**config.mk**
```make
export PLATFORM = sky130hd
export DESIGN_NAME = color_gradient_ramp
export DESIGN_NICKNAME = d
export VERILOG_FILES = /design/src/hdl/cgr_pkg.sv /design/src/hdl/cgr_front.sv /design/src/hdl/cgr_queue.sv /design/src/hdl/cgr_back.sv /design/src/hdl/color_gradient_ramp.sv
export SDC_FILE = /design/constraint.sdc
export NUM_CORES = 2
export LEC_CHECK = 0
export ABC_AREA = 1
export CORE_ASPECT_RATIO = 0.8
export CORE_MARGIN = 2
export CORE_UTILIZATION = 40
export DETAILED_ROUTE_END_ITERATION = 8
export DONT_BUFFER_PORTS = 1
export PLACE_DENSITY = 0.6
export SLEW_MARGIN = 0
export SYNTH_ARGS = -nofsm -noshare
export SYNTH_HDL_FRONTEND = slang
export SYNTH_HIERARCHICAL = 1
export SYNTH_SLANG_ARGS = --single-unit
```
**constraint.sdc**
```tcl
create_clock -name clk -period 8 [get_ports clk]
set_clock_uncertainty 0.05 [all_clocks]
set_input_delay 1.6 -clock clk [delete_from_list [all_inputs] [get_ports clk]]
set_output_delay 1.6 -clock clk [all_outputs]
set_load 0.005 [all_outputs]
```
**src/hdl/cgr_pkg.sv**
```systemverilog
// Shared types and constants for the colour gradient ramp.
package cgr_pkg;

    localparam int MAX_STOPS     = 16;
    localparam int IDX_W         = $clog2(MAX_STOPS);
    localparam int CNT_W         = $clog2(MAX_STOPS + 1);
    localparam int FRACTION_BITS = 16;
    localparam int POS_W         = 17;
    localparam int COLOR_W       = 32;
    localparam int QDIV_W        = POS_W + FRACTION_BITS;
    localparam int T_W           = FRACTION_BITS + 1;

    localparam logic [COLOR_W-1:0] OPAQUE_BLACK = 32'h0000_00FF;

    typedef enum logic [1:0] {
        CMD_ADD    = 2'd0,
        CMD_CLEAR  = 2'd1,
        CMD_LOOKUP = 2'd2,
        CMD_NONE   = 2'd3
    } cmd_t;

    typedef enum logic [1:0] {
        ST_OK    = 2'd0,
        ST_EMPTY = 2'd1,
        ST_FULL  = 2'd2
    } status_t;

    typedef struct packed {
        logic [1:0]         command;
        logic [POS_W-1:0]   position;
        logic [COLOR_W-1:0] color;
    } in_item_t;

    typedef struct packed {
        logic [COLOR_W-1:0] color_out;
        logic [1:0]         status;
        logic [4:0]         stops_held;
    } out_item_t;

    typedef enum logic [2:0] {
        BK_IDLE,
        BK_CLAMP,
        BK_SEARCH,
        BK_DIVIDE,
        BK_BLEND,
        BK_OUT
    } bk_state_t;

    // front-to-back job
    typedef struct packed {
        logic               lookup;
        logic [POS_W-1:0]   position;
        logic [COLOR_W-1:0] color_out;
        logic [1:0]         status;
        logic [4:0]         stops_held;
        logic [CNT_W-1:0]   count;
    } job_t;

endpackage

```
**src/hdl/cgr_front.sv**
```systemverilog
// Front: accept transfers, maintain the stop table and count, classify jobs.
module cgr_front import cgr_pkg::*; (
    input  logic               clk,
    input  logic               rst_n,
    input  logic               in_valid,
    output logic               in_stall,
    input  in_item_t           in_data,
    output logic               job_valid,
    input  logic               job_stall,
    output job_t               job,
    input  logic               back_busy,
    input  logic [IDX_W-1:0]   rd_idx,
    output logic [POS_W-1:0]   rd_pos,
    output logic [COLOR_W-1:0] rd_color
);

    logic [POS_W-1:0]   pos_mem [MAX_STOPS];
    logic [COLOR_W-1:0] col_mem [MAX_STOPS];
    logic [CNT_W-1:0]   count_reg, count_next;
    logic               take;
    logic               wr_en;
    logic               clear_hold;
    job_t               job_c;

    // hold a clear until no earlier lookup can still read the table
    assign clear_hold = (in_data.command == CMD_CLEAR) && back_busy;
    assign in_stall   = job_stall || clear_hold;
    assign take       = in_valid && !in_stall;
    assign wr_en      = take && (in_data.command == CMD_ADD) &&
                        (count_reg < CNT_W'(MAX_STOPS));

    always_comb
    begin
        count_next      = count_reg;
        job_c           = '0;
        job_c.position  = in_data.position;
        job_c.count     = count_reg;
        unique case (cmd_t'(in_data.command))
            CMD_ADD:
            begin
                if (count_reg < CNT_W'(MAX_STOPS))
                    count_next = count_reg + 1'b1;
                else
                    job_c.status = ST_FULL;
            end
            CMD_CLEAR:  count_next = '0;
            CMD_LOOKUP:
            begin
                if (count_reg == '0)
                begin
                    job_c.color_out = OPAQUE_BLACK;
                    job_c.status    = ST_EMPTY;
                end
                else
                    job_c.lookup = 1'b1;
            end
            CMD_NONE:   ;
            default:    ;
        endcase
        job_c.stops_held = 5'(count_next);
    end

    always_ff @(posedge clk or negedge rst_n)
    begin
        if (!rst_n)
            count_reg <= '0;
        else if (take)
            count_reg <= count_next;
    end

    always_ff @(posedge clk)
    begin
        if (wr_en)
        begin
            pos_mem[count_reg[IDX_W-1:0]] <= in_data.position;
            col_mem[count_reg[IDX_W-1:0]] <= in_data.color;
        end
        rd_pos   <= pos_mem[rd_idx];
        rd_color <= col_mem[rd_idx];
    end

    assign job_valid = in_valid && !clear_hold;
    assign job       = job_c;

endmodule

```
**src/hdl/cgr_queue.sv**
```systemverilog
// Two-entry job queue between front and back.
module cgr_queue import cgr_pkg::*; (
    input  logic clk,
    input  logic rst_n,
    input  logic wr_valid,
    output logic wr_stall,
    input  job_t wr_data,
    output logic rd_valid,
    input  logic rd_take,
    output job_t rd_data
);

    job_t       mem_reg [2];
    logic       wp_reg, rp_reg;
    logic [1:0] cnt_reg;
    logic       push, pop;

    assign wr_stall = (cnt_reg == 2'd2);
    assign rd_valid = (cnt_reg != 2'd0);
    assign rd_data  = mem_reg[rp_reg];
    assign push     = wr_valid && !wr_stall;
    assign pop      = rd_take && rd_valid;

    always_ff @(posedge clk or negedge rst_n)
    begin
        if (!rst_n)
        begin
            wp_reg  <= 1'b0;
            rp_reg  <= 1'b0;
            cnt_reg <= '0;
        end
        else
        begin
            if (push)
                wp_reg <= ~wp_reg;
            if (pop)
                rp_reg <= ~rp_reg;
            cnt_reg <= cnt_reg + {1'b0, push} - {1'b0, pop};
        end
    end

    always_ff @(posedge clk)
    begin
        if (push)
            mem_reg[wp_reg] <= wr_data;
    end

endmodule

```
**src/hdl/cgr_back.sv**
```systemverilog
// Back: segment search, iterative fraction division and channel blend.
module cgr_back import cgr_pkg::*; (
    input  logic               clk,
    input  logic               rst_n,
    input  logic               job_valid,
    output logic               job_take,
    input  job_t               job,
    output logic               idle,
    output logic [IDX_W-1:0]   rd_idx,
    input  logic [POS_W-1:0]   rd_pos,
    input  logic [COLOR_W-1:0] rd_color,
    output logic               out_valid,
    input  logic               out_stall,
    output out_item_t          out_data
);

    bk_state_t          state_reg, state_next;
    job_t               job_reg;
    logic [CNT_W-1:0]   i_reg, i_next;
    logic [1:0]         ph_reg, ph_next;
    logic [POS_W-1:0]   p0_reg, first_pos_reg;
    logic [COLOR_W-1:0] c0_reg, first_col_reg, res_reg, res_next;
    logic [POS_W-1:0]   d_reg;
    logic [QDIV_W:0]    rem_reg;
    logic [QDIV_W-1:0]  quo_reg;
    logic [5:0]         bit_reg;
    logic [T_W-1:0]     t_reg;
    logic [COLOR_W-1:0] c1_reg;
    logic               ld_job, cap_c0, cap_first, cap_c1, div_init, div_step, set_t;
    logic [QDIV_W:0]    rem_sh;
    logic [POS_W-1:0]   num;
    logic [QDIV_W-1:0]  t_full;
    logic [COLOR_W-1:0] blend_c;

    assign num    = job_reg.position - p0_reg;
    assign rem_sh = {rem_reg[QDIV_W-1:0], quo_reg[QDIV_W-1]};
    assign t_full = quo_reg;

    always_comb
    begin
        logic [8:0]  a, b;
        logic [T_W:0] omt;
        logic [FRACTION_BITS+9:0] v;
        blend_c = '0;
        omt     = (T_W+1)'(1 << FRACTION_BITS) - {1'b0, t_reg};
        for (int k = 0; k < 4; k++)
        begin
            a = {1'b0, c0_reg[8*k +: 8]};
            b = {1'b0, c1_reg[8*k +: 8]};
            v = (FRACTION_BITS+10)'(a) * (FRACTION_BITS+10)'(omt)
                + (FRACTION_BITS+10)'(b) * (FRACTION_BITS+10)'(t_reg)
                + (FRACTION_BITS+10)'(1 << (FRACTION_BITS-1));
            blend_c[8*k +: 8] = (v[FRACTION_BITS+9:FRACTION_BITS] > 10'd255) ?
                                8'hFF : v[FRACTION_BITS+7:FRACTION_BITS];
        end
    end

    always_comb
    begin
        state_next = state_reg;
        i_next     = i_reg;
        ph_next    = ph_reg;
        res_next   = res_reg;
        ld_job = 1'b0; cap_c0 = 1'b0; cap_first = 1'b0; cap_c1 = 1'b0;
        div_init = 1'b0; div_step = 1'b0; set_t = 1'b0;
        rd_idx   = i_reg[IDX_W-1:0];
        job_take = 1'b0;
        unique case (state_reg)
            BK_IDLE:
            begin
                if (job_valid)
                begin
                    job_take = 1'b1;
                    ld_job   = 1'b1;
                    res_next = job.color_out;
                    ph_next  = 2'd0;
                    i_next   = '0;
                    state_next = job.lookup ? BK_CLAMP : BK_OUT;
                end
            end
            BK_CLAMP:
            begin
                // phase 0 read first, phase 1 capture first and read last
                unique case (ph_reg)
                    2'd0:
                    begin
                        rd_idx  = '0;
                        ph_next = 2'd1;
                    end
                    2'd1:
                    begin
                        cap_first = 1'b1;
                        rd_idx    = IDX_W'(job_reg.count - 1'b1);
                        ph_next   = 2'd2;
                    end
                    default:
                    begin
                        if (job_reg.position <= first_pos_reg)
                        begin
                            res_next   = first_col_reg;
                            state_next = BK_OUT;
                        end
                        else if (job_reg.position >= rd_pos)
                        begin
                            res_next   = rd_color;
                            state_next = BK_OUT;
                        end
                        else
                        begin
                            rd_idx     = '0;
                            ph_next    = 2'd0;
                            state_next = BK_SEARCH;
                        end
                    end
                endcase
            end
            BK_SEARCH:
            begin
                // phase 0: c0 read issued; phase 1 capture c0, read i+1;
                // phase 2 test segment
                unique case (ph_reg)
                    2'd0:
                    begin
                        rd_idx  = i_reg[IDX_W-1:0];
                        ph_next = 2'd1;
                    end
                    2'd1:
                    begin
                        cap_c0  = 1'b1;
                        rd_idx  = IDX_W'(i_reg + 1'b1);
                        ph_next = 2'd2;
                    end
                    default:
                    begin
                        if (job_reg.position >= p0_reg && job_reg.position <= rd_pos)
                        begin
                            cap_c1 = 1'b1;
                            if (rd_pos == p0_reg)
                            begin
                                res_next   = c0_reg;
                                state_next = BK_OUT;
                            end
                            else
                            begin
                                div_init   = 1'b1;
                                state_next = BK_DIVIDE;
                            end
                        end
                        else if (i_reg + 2'd2 >= job_reg.count)
                        begin
                            res_next   = OPAQUE_BLACK;
                            state_next = BK_OUT;
                        end
                        else
                        begin
                            i_next  = i_reg + 1'b1;
                            rd_idx  = IDX_W'(i_reg + 1'b1);
                            ph_next = 2'd0;
                        end
                    end
                endcase
            end
            BK_DIVIDE:
            begin
                div_step = 1'b1;
                if (bit_reg == '0)
                begin
                    div_step   = 1'b0;
                    set_t      = 1'b1;
                    state_next = BK_BLEND;
                end
            end
            BK_BLEND:
            begin
                res_next   = blend_c;
                state_next = BK_OUT;
            end
            BK_OUT:
            begin
                if (!out_stall)
                    state_next = BK_IDLE;
            end
            default: state_next = BK_IDLE;
        endcase
    end

    always_ff @(posedge clk or negedge rst_n)
    begin
        if (!rst_n)
        begin
            state_reg <= BK_IDLE;
            i_reg     <= '0;
            ph_reg    <= '0;
        end
        else
        begin
            state_reg <= state_next;
            i_reg     <= i_next;
            ph_reg    <= ph_next;
        end
    end

    always_ff @(posedge clk)
    begin
        res_reg <= res_next;
        if (ld_job)
            job_reg <= job;
        if (cap_first)
        begin
            first_pos_reg <= rd_pos;
            first_col_reg <= rd_color;
        end
        if (cap_c0)
        begin
            p0_reg <= rd_pos;
            c0_reg <= rd_color;
        end
        if (cap_c1)
        begin
            c1_reg <= rd_color;
            d_reg  <= rd_pos - p0_reg;
        end
        if (div_init)
        begin
            // dividend = num<<F + d/2, restoring division one bit a cycle
            quo_reg <= {num, {FRACTION_BITS{1'b0}}} + QDIV_W'((rd_pos - p0_reg) >> 1);
            rem_reg <= '0;
            bit_reg <= 6'(QDIV_W);
        end
        else if (div_step)
        begin
            if (rem_sh >= {{(QDIV_W-POS_W+1){1'b0}}, d_reg})
            begin
                rem_reg <= rem_sh - {{(QDIV_W-POS_W+1){1'b0}}, d_reg};
                quo_reg <= {quo_reg[QDIV_W-2:0], 1'b1};
            end
            else
            begin
                rem_reg <= rem_sh;
                quo_reg <= {quo_reg[QDIV_W-2:0], 1'b0};
            end
            bit_reg <= bit_reg - 1'b1;
        end
        if (set_t)
        begin
            t_reg  <= (|t_full[QDIV_W-1:FRACTION_BITS+1] ||
                       t_full[FRACTION_BITS:0] > (FRACTION_BITS+1)'(1 << FRACTION_BITS)) ?
                      T_W'(1 << FRACTION_BITS) : t_full[T_W-1:0];
        end
    end

    assign idle               = (state_reg == BK_IDLE);
    assign out_valid          = (state_reg == BK_OUT);
    assign out_data.color_out = res_reg;
    assign out_data.status    = job_reg.status;
    assign out_data.stops_held = job_reg.stops_held;

endmodule

```
**src/hdl/color_gradient_ramp.sv**
```systemverilog
// Colour gradient ramp: front table, job queue and blend back end.
// Add, clear and empty lookups pass straight to the result; other lookups are clamped
// against the first and last stops, then search segment by segment; zero-width or
// unmatched segments end there, blended results also pass the divider and the blend.
// The back end takes one item at a time; the queue holds two more, and a clear waits
// until queue and back end are empty.
// Reset clears the stop count and all control state; the table is not cleared.
module color_gradient_ramp import cgr_pkg::*; (
    input  logic      clk,
    input  logic      rst_n,
    input  logic      in_valid,
    output logic      in_stall,
    input  in_item_t  in_data,
    output logic      out_valid,
    input  logic      out_stall,
    output out_item_t out_data
);

    logic               f_valid, f_stall, q_valid, q_take;
    logic               back_idle, back_busy;
    job_t               f_job, q_job;
    logic [IDX_W-1:0]   rd_idx;
    logic [POS_W-1:0]   rd_pos;
    logic [COLOR_W-1:0] rd_color;

    assign back_busy = q_valid || !back_idle;

    cgr_front u_front (
        .clk, .rst_n, .in_valid, .in_stall, .in_data,
        .job_valid(f_valid), .job_stall(f_stall), .job(f_job),
        .back_busy,
        .rd_idx, .rd_pos, .rd_color
    );

    cgr_queue u_queue (
        .clk, .rst_n,
        .wr_valid(f_valid), .wr_stall(f_stall), .wr_data(f_job),
        .rd_valid(q_valid), .rd_take(q_take), .rd_data(q_job)
    );

    cgr_back u_back (
        .clk, .rst_n,
        .job_valid(q_valid), .job_take(q_take), .job(q_job),
        .idle(back_idle),
        .rd_idx, .rd_pos, .rd_color,
        .out_valid, .out_stall, .out_data
    );

endmodule
```
Yosys cells after proc, flatten, opt, wreduce, memory -nomap -nowiden
Memories as Yosys holds them, arrays and structs flattened. A register that Yosys moved wholly into a read port is not among the register bits.
Index checks and enable logic that the tools add are counted.
{"block": "op_classes", "n_lt_le_gt_ge": 12, "bitwise": 2, "n_mul": 8, "eq_ne": 24, "shifts": 0, "n_addsub": 21, "n_div": 0, "n_reduce_logical": 31, "muxes": 77}
{"cell": "$mux 32", "n": 8}
{"cell": "$pmux 32 s4", "n": 1}
{"cell": "$add 26x16->26 const B", "n": 4}
{"cell": "$add 26x25->26", "n": 4}
{"cell": "$mul 8x18->26", "n": 4}
{"cell": "$mul 8x17->25", "n": 4}
{"cell": "$mux 33", "n": 3}
{"cell": "$gt 10x8->1 const B", "n": 4}
{"cell": "$mux 8", "n": 5}
{"cell": "$ge 17x17->1", "n": 2}
{"cell": "$ge 34x17->1", "n": 1}
{"cell": "$le 17x17->1", "n": 2}
{"cell": "$sub 17x17->17", "n": 2}
{"cell": "$add 33x32->33", "n": 1}
{"cell": "$mux 3", "n": 11}
{"cell": "$sub 33x17->33", "n": 1}
{"cell": "$mux 5", "n": 5}
{"cell": "$pmux 4 s2", "n": 3}
{"cell": "$mux 1", "n": 23}
{"cell": "$pmux 5 s2", "n": 2}
{"cell": "$pmux 3 s6", "n": 1}
{"cell": "$sub 17x17->18", "n": 1}
{"cell": "$sub 17x17->18 const A", "n": 1}
{"cell": "$eq 17x17->1", "n": 1}
{"cell": "other kinds (40)", "n": 81}
{"block": "totals", "in_bits": 55, "mem_bits_ro": 0, "latch_bits": 0, "elab_cells": 200, "n_memories": 3, "ramBits": 860, "out_inout_bits": 41, "reg_bits": 316}
{"name": "u_front.col_mem", "words": 16, "width": 32, "rd": 1, "rd_clocked_by_memory_dff": 1, "write_ports": 1, "line": "cgr_front.sv:18", "rtl": "logic [COLOR_W-1:0] col_mem [MAX_STOPS];"}
{"name": "u_front.pos_mem", "words": 16, "width": 17, "rd": 1, "rd_clocked_by_memory_dff": 1, "write_ports": 1, "line": "cgr_front.sv:17", "rtl": "logic [POS_W-1:0] pos_mem [MAX_STOPS];"}
{"name": "u_queue.mem_reg", "words": 2, "width": 38, "rd": 1, "rd_clocked_by_memory_dff": 0, "write_ports": 1, "line": "cgr_queue.sv:13", "rtl": "job_t mem_reg [2];"}

Longest topological paths before layout
{"block": "logic_depth", "depth_word": 11, "mapped_depth": 42, "depth_no_buf": 38}

Cells and area by module
Netlist, hierarchy kept.
{"mod": "cgr_back", "seq_area_each_um2": 8778.4, "cells_each": 7499, "instances": 1, "area_each_um2": 56883.3}
{"mod": "cgr_front", "seq_area_each_um2": 24648.6, "cells_each": 3346, "instances": 1, "area_each_um2": 35419.0}
{"mod": "cgr_queue", "seq_area_each_um2": 3823.7, "cells_each": 356, "instances": 1, "area_each_um2": 4780.8}
{"mod": "color_gradient_ramp", "seq_area_each_um2": 0.0, "cells_each": 2, "instances": 1, "area_each_um2": 7.5}

Worst setup path after synthesis
Ideal clock, no wire load.
{"block": "synth_timing", "path_kind": "register -> register", "startpoint": "register u_back.t_reg[0]", "endpoint": "register u_back.res_reg[10] (data pin)", "stages_incl_launch_ff": 39, "arrival_time_ns": 7.120, "t_required_ns": 7.697, "path_slack_ns": 0.577, "setup_ns": 0.253, "synth_period_minus_slack_ns": 7.423, "path_buffers": 4, "path_cell_list": "edfxtp_1 buf_2 buf_1 buf_1 inv_1 ha_1 nand4_2 nor2_2 nand2_1 nor2_1 nand2_1 nor2_2 nand2_1 o21ai_0 nand2_1 buf_2 nor2_1 fa_1 [3 not listed] inv_1 fa_1 fa_1 inv_1 fa_1 inv_1 ha_1 a21oi_1 a21boi_0 nand2_1 a21oi_1 nand2_1 nand2_1 nand2_1 nor2_1 nand2_1 nand2_1 nand2_1"}
{"block": "synth_between", "elab_chain_len": 7, "elab_cells_between_ends": 8, "cone_classes": "add/sub (3); mul (2); order compare (1); mux (2)"}
{"item": "start: declaration", "line": "cgr_back.sv:27", "rtl": "logic [T_W-1:0] t_reg;"}
{"item": "start signal: assignment", "line": "cgr_back.sv:246", "rtl": "t_reg <= (|t_full[QDIV_W-1:FRACTION_BITS+1] ||"}
{"item": "$sub 17x17->18", "line": "cgr_back.sv:45", "rtl": "omt = (T_W+1)'(1 << FRACTION_BITS) - {1'b0, t_reg};"}
{"item": "$mul 8x18->26", "line": "cgr_back.sv:50", "rtl": "v = (FRACTION_BITS+10)'(a) * (FRACTION_BITS+10)'(omt)"}
{"item": "$add 26x25->26 *", "line": "cgr_back.sv:51", "rtl": "+ (FRACTION_BITS+10)'(b) * (FRACTION_BITS+10)'(t_reg)"}
{"item": "$add 26x16->26 *", "line": "cgr_back.sv:52", "rtl": "+ (FRACTION_BITS+10)'(1 << (FRACTION_BITS-1));"}
{"item": "$gt 10x8->1", "line": "cgr_back.sv:53", "rtl": "blend_c[8*k +: 8] = (v[FRACTION_BITS+9:FRACTION_BITS] > 10'd255) ?"}
{"item": "$mux 8 *", "line": "cgr_back.sv:53"}
{"item": "$pmux 32 s4 *", "line": "cgr_back.sv:68", "rtl": "unique case (state_reg)"}
{"item": "via u_back.res_next[10]", "line": "cgr_back.sv:22", "rtl": "logic [COLOR_W-1:0] c0_reg, first_col_reg, res_reg, res_next;"}
{"item": "end signal: assignment", "line": "cgr_back.sv:205", "rtl": "res_reg <= res_next;"}
{"item": "end: declaration", "line": "cgr_back.sv:22"}
The timed path passes the listed nets; every way through them passes the cells marked *.
A chain may end at the register's enable or synchronous reset.

Worst setup path in the final report
{"block": "layout_timing", "startpoint": "register u_back.t_reg[0]", "endpoint": "register u_back.res_reg[2] (data pin)"}
Same word-level chain as after synthesis.

==> results.sh <==
export IMPL_fin_crit_sh_pct=95.2
export IMPL_postPlaceCellArea_sq_um=100000
export IMPL_met3_usage_pct=4.53
export IMPL_ys_types=54
export IMPL_num_rows=161
export IMPL_min_delay_start="u_back/rem_reg[32]$_SDFFE_PP0P_"
export IMPL_dieArea_sq_um=247000
export IMPL_vias=72105
export IMPL_stdcell_count=14331
export IMPL_postLayoutCoreUtil_pct=43.6
export IMPL_worstHoldPathCells=2
export IMPL_layout_common_cells="nand2_1 (3153), inv_1 (2729), edfxtp_1 (1166)"
export IMPL_hold_violations=0
export IMPL_criticalPathCategory="reg2reg"
export IMPL_ctsRootBufferMaster="clkbuf_16"
export IMPL_cts_tree="built"
export IMPL_end_kind="flop"
export IMPL_htree_levels=4
export IMPL_crit_slowest_cell="fa_1"
export IMPL_run_status="completed"
export IMPL_grtUsageTotal_pct=24.2
export IMPL_min_period_ps=7610
export IMPL_io_buffers=0
export IMPL_hold_path_class="reg2reg"
export IMPL_dp_cells=14060
export IMPL_grt_pass1_vias=72811
export IMPL_clk_pin_slew_ps=60
export IMPL_start_util_pct=40.3
export IMPL_drc_errors=0
export IMPL_startpoint_type="flop"
export IMPL_fin_hold_ws_ps=418
export IMPL_maxCapViolations=0
export IMPL_ir_worst_vdd_v=0.000255
export IMPL_power_mw=30.6
export IMPL_nets=12467
export IMPL_r2r_slack_ps=390
export IMPL_drtPass1Iterations=6
export IMPL_cp_common_cell="nand2_1"
export IMPL_min_to="u_back/rem_reg[32]$_SDFFE_PP0P_"
export IMPL_largest_register_ffs=512
export IMPL_core_sq_um=241000
export IMPL_fin_area_sq_um=105000
export IMPL_yosysTopAreaCell="edfxtp_1"
export IMPL_n_fill_cell=23386
export IMPL_layout_commonest_cell="nand2_1"
export IMPL_async_reset_ff_share_pct=1.49
export IMPL_dieHeight_um=445
export IMPL_setup_viol=0
export IMPL_syn_cell_area_sq_um=97100
export IMPL_max_freq_ghz=0.131
export IMPL_synthFlopType="edfxtp_1"
export IMPL_tightest_slew_ps=1280
export IMPL_fp_dieW_um=555
export IMPL_syn_inst=11203
export IMPL_drive_above_1_share_pct=4.30
export IMPL_p_leak_nw=52.4
export IMPL_synth_top_area_share_pct=36.1
export IMPL_routed_wl_um=296000
export IMPL_reg2regPathDepth=31
export IMPL_cpPeakStageDelay_ps=550
export IMPL_ys_seq_elements=1273
export IMPL_tns_ps=0
export IMPL_path_max_fanout=18
export IMPL_met2_usage_pct=38.8
export IMPL_drtIter0Drc=6628
export IMPL_powerDensity_nw_per_um2=291
export IMPL_ant_nets=0
export IMPL_grt_overflow=0
export IMPL_dpl_hpwl_um=205000
export IMPL_hold_buffers=0
export IMPL_grt_max_degree=158
export IMPL_wl_per_cell_um=20.6
export IMPL_clk_latency_ps=820
export IMPL_yosys_warnings=6
export IMPL_slew_limit_headroom_pct=14.4
export IMPL_place_ws_ps=195
export IMPL_io_pins=96
export IMPL_synth_edf_count=1166
export IMPL_worst_slack_ps=386
export IMPL_grt_pass1_wl_um=451000
export IMPL_cp_required_ps=8490
export IMPL_cp_startpoint="u_back/t_reg[0]$_SDFFCE_PP0P_"
export IMPL_ys_seq_area_share_pct=38.4
export IMPL_clk_path_buf_depth=3
export IMPL_antenna_found_initial=6
export IMPL_use_met1_pct=33.0
export IMPL_gr_max_usage_layer="met2"
export IMPL_syn_avg_cell_area_sq_um=8.67
export IMPL_slew_violations=0
export IMPL_place_gp_congestion=0.940
export IMPL_area_growth_pct=8.15
export IMPL_ys_top_cells_by_area="edfxtp_1 (36%), fa_1 (19%), nand2_1 (12%)"
export IMPL_cts_buffers=143
export IMPL_crit_arrival_ps=8100
export IMPL_post_drt_via_cell_ratio=5.03
export IMPL_r2r_end="u_back/res_reg[2]$_DFFE_PP_"
export IMPL_clock_sinks=1273
export IMPL_r2r_start="u_back/t_reg[0]$_SDFFCE_PP0P_"
[layout make-up]
class	count	area [sq um]	area share [%]
Antenna cell	4	10.0	0.00953
Clock buffer	189	3890	3.71
Clock inverter	71	967	0.921
Inverter	2743	10300	9.83
Multi-Input combinational cell	6708	47300	45.0
Sequential cell	1273	37300	35.5
Tap cell	3178	3980	3.79
Timing Repair Buffer	165	1320	1.25
[what timing repair did]
item                                   4_1_cts  5_1_grt
setup endpoints to repair                    0       28
endpoints found under the hold margin        0        0
gates resized for setup                      0       13
buffers inserted                             0        7
[worst max-delay path, delay by kind of cell (launching register included)]
kind            cells  cell delay, ps
simple gates       16            2400
compound gates      3             610
buf+inv             5             500
fa+ha+maj           7            3360
flops               1             470
[power breakdown]
| part | leakage (nW) | internal, mW | switching, mW |
|---|---|---|---|
| logic | 38.5 | 4.64 | 10.0 |
| registers | 11.6 | 8.32 | 0.856 |
| clock network | 2.33 | 3.93 | 2.82 |
[per-layer routing]
layer  wire, um  vias up  part of all wire [%]
met5         13        -                0.0044
met4       9430        2                   3.2
met3      24100      488                   8.2
met2     135000     2674                    46
met1     128000    35520                    43
li1           -    33421                     -
[worst max-delay path by stage]
stage | endpoint | slack [ps] | cells past startpoint
after floorplan | u_back/res_reg[10]$_DFFE_PP_ | 580 | 38
after global placement | u_back/res_reg[5]$_DFFE_PP_ | 250 | 31
after detailed placement | u_back/res_reg[6]$_DFFE_PP_ | 200 | 31
after CTS | u_back/res_reg[6]$_DFFE_PP_ | 200 | 31
after global routing | u_back/res_reg[14]$_DFFE_PP_ | -20 | 35
final | u_back/res_reg[2]$_DFFE_PP_ | 390 | 31
[cells in the mapped netlist, types with 60 or more instances]
master	instances
buf_2	105
xor2_1	60
nand3_1	857
a21oi_1	182
fa_1	916
o21ai_0	128
ha_1	462
nor2_1	576
dfxtp_1	88
nand4_1	68
edfxtp_1	1166
inv_1	2731
nand2_1	3153
clkbuf_1	240
buf_4	99
[logic make-up (layout without fill, tap and decap cells)]
group	after synthesis	after routing	synth area share, %
AOI/OAI and AO/OA	391	391	2.20
xor gates and xnor gates	84	84	0.758
adders and majority gates	1378	1378	24.8
buffers and inverters	3245	3168	13.3
DFF	1273	1273	38.4
other	1	28	0.00386
and+or+nand+nor	4831	4831	20.5
(Power assumes the default switching activity.)
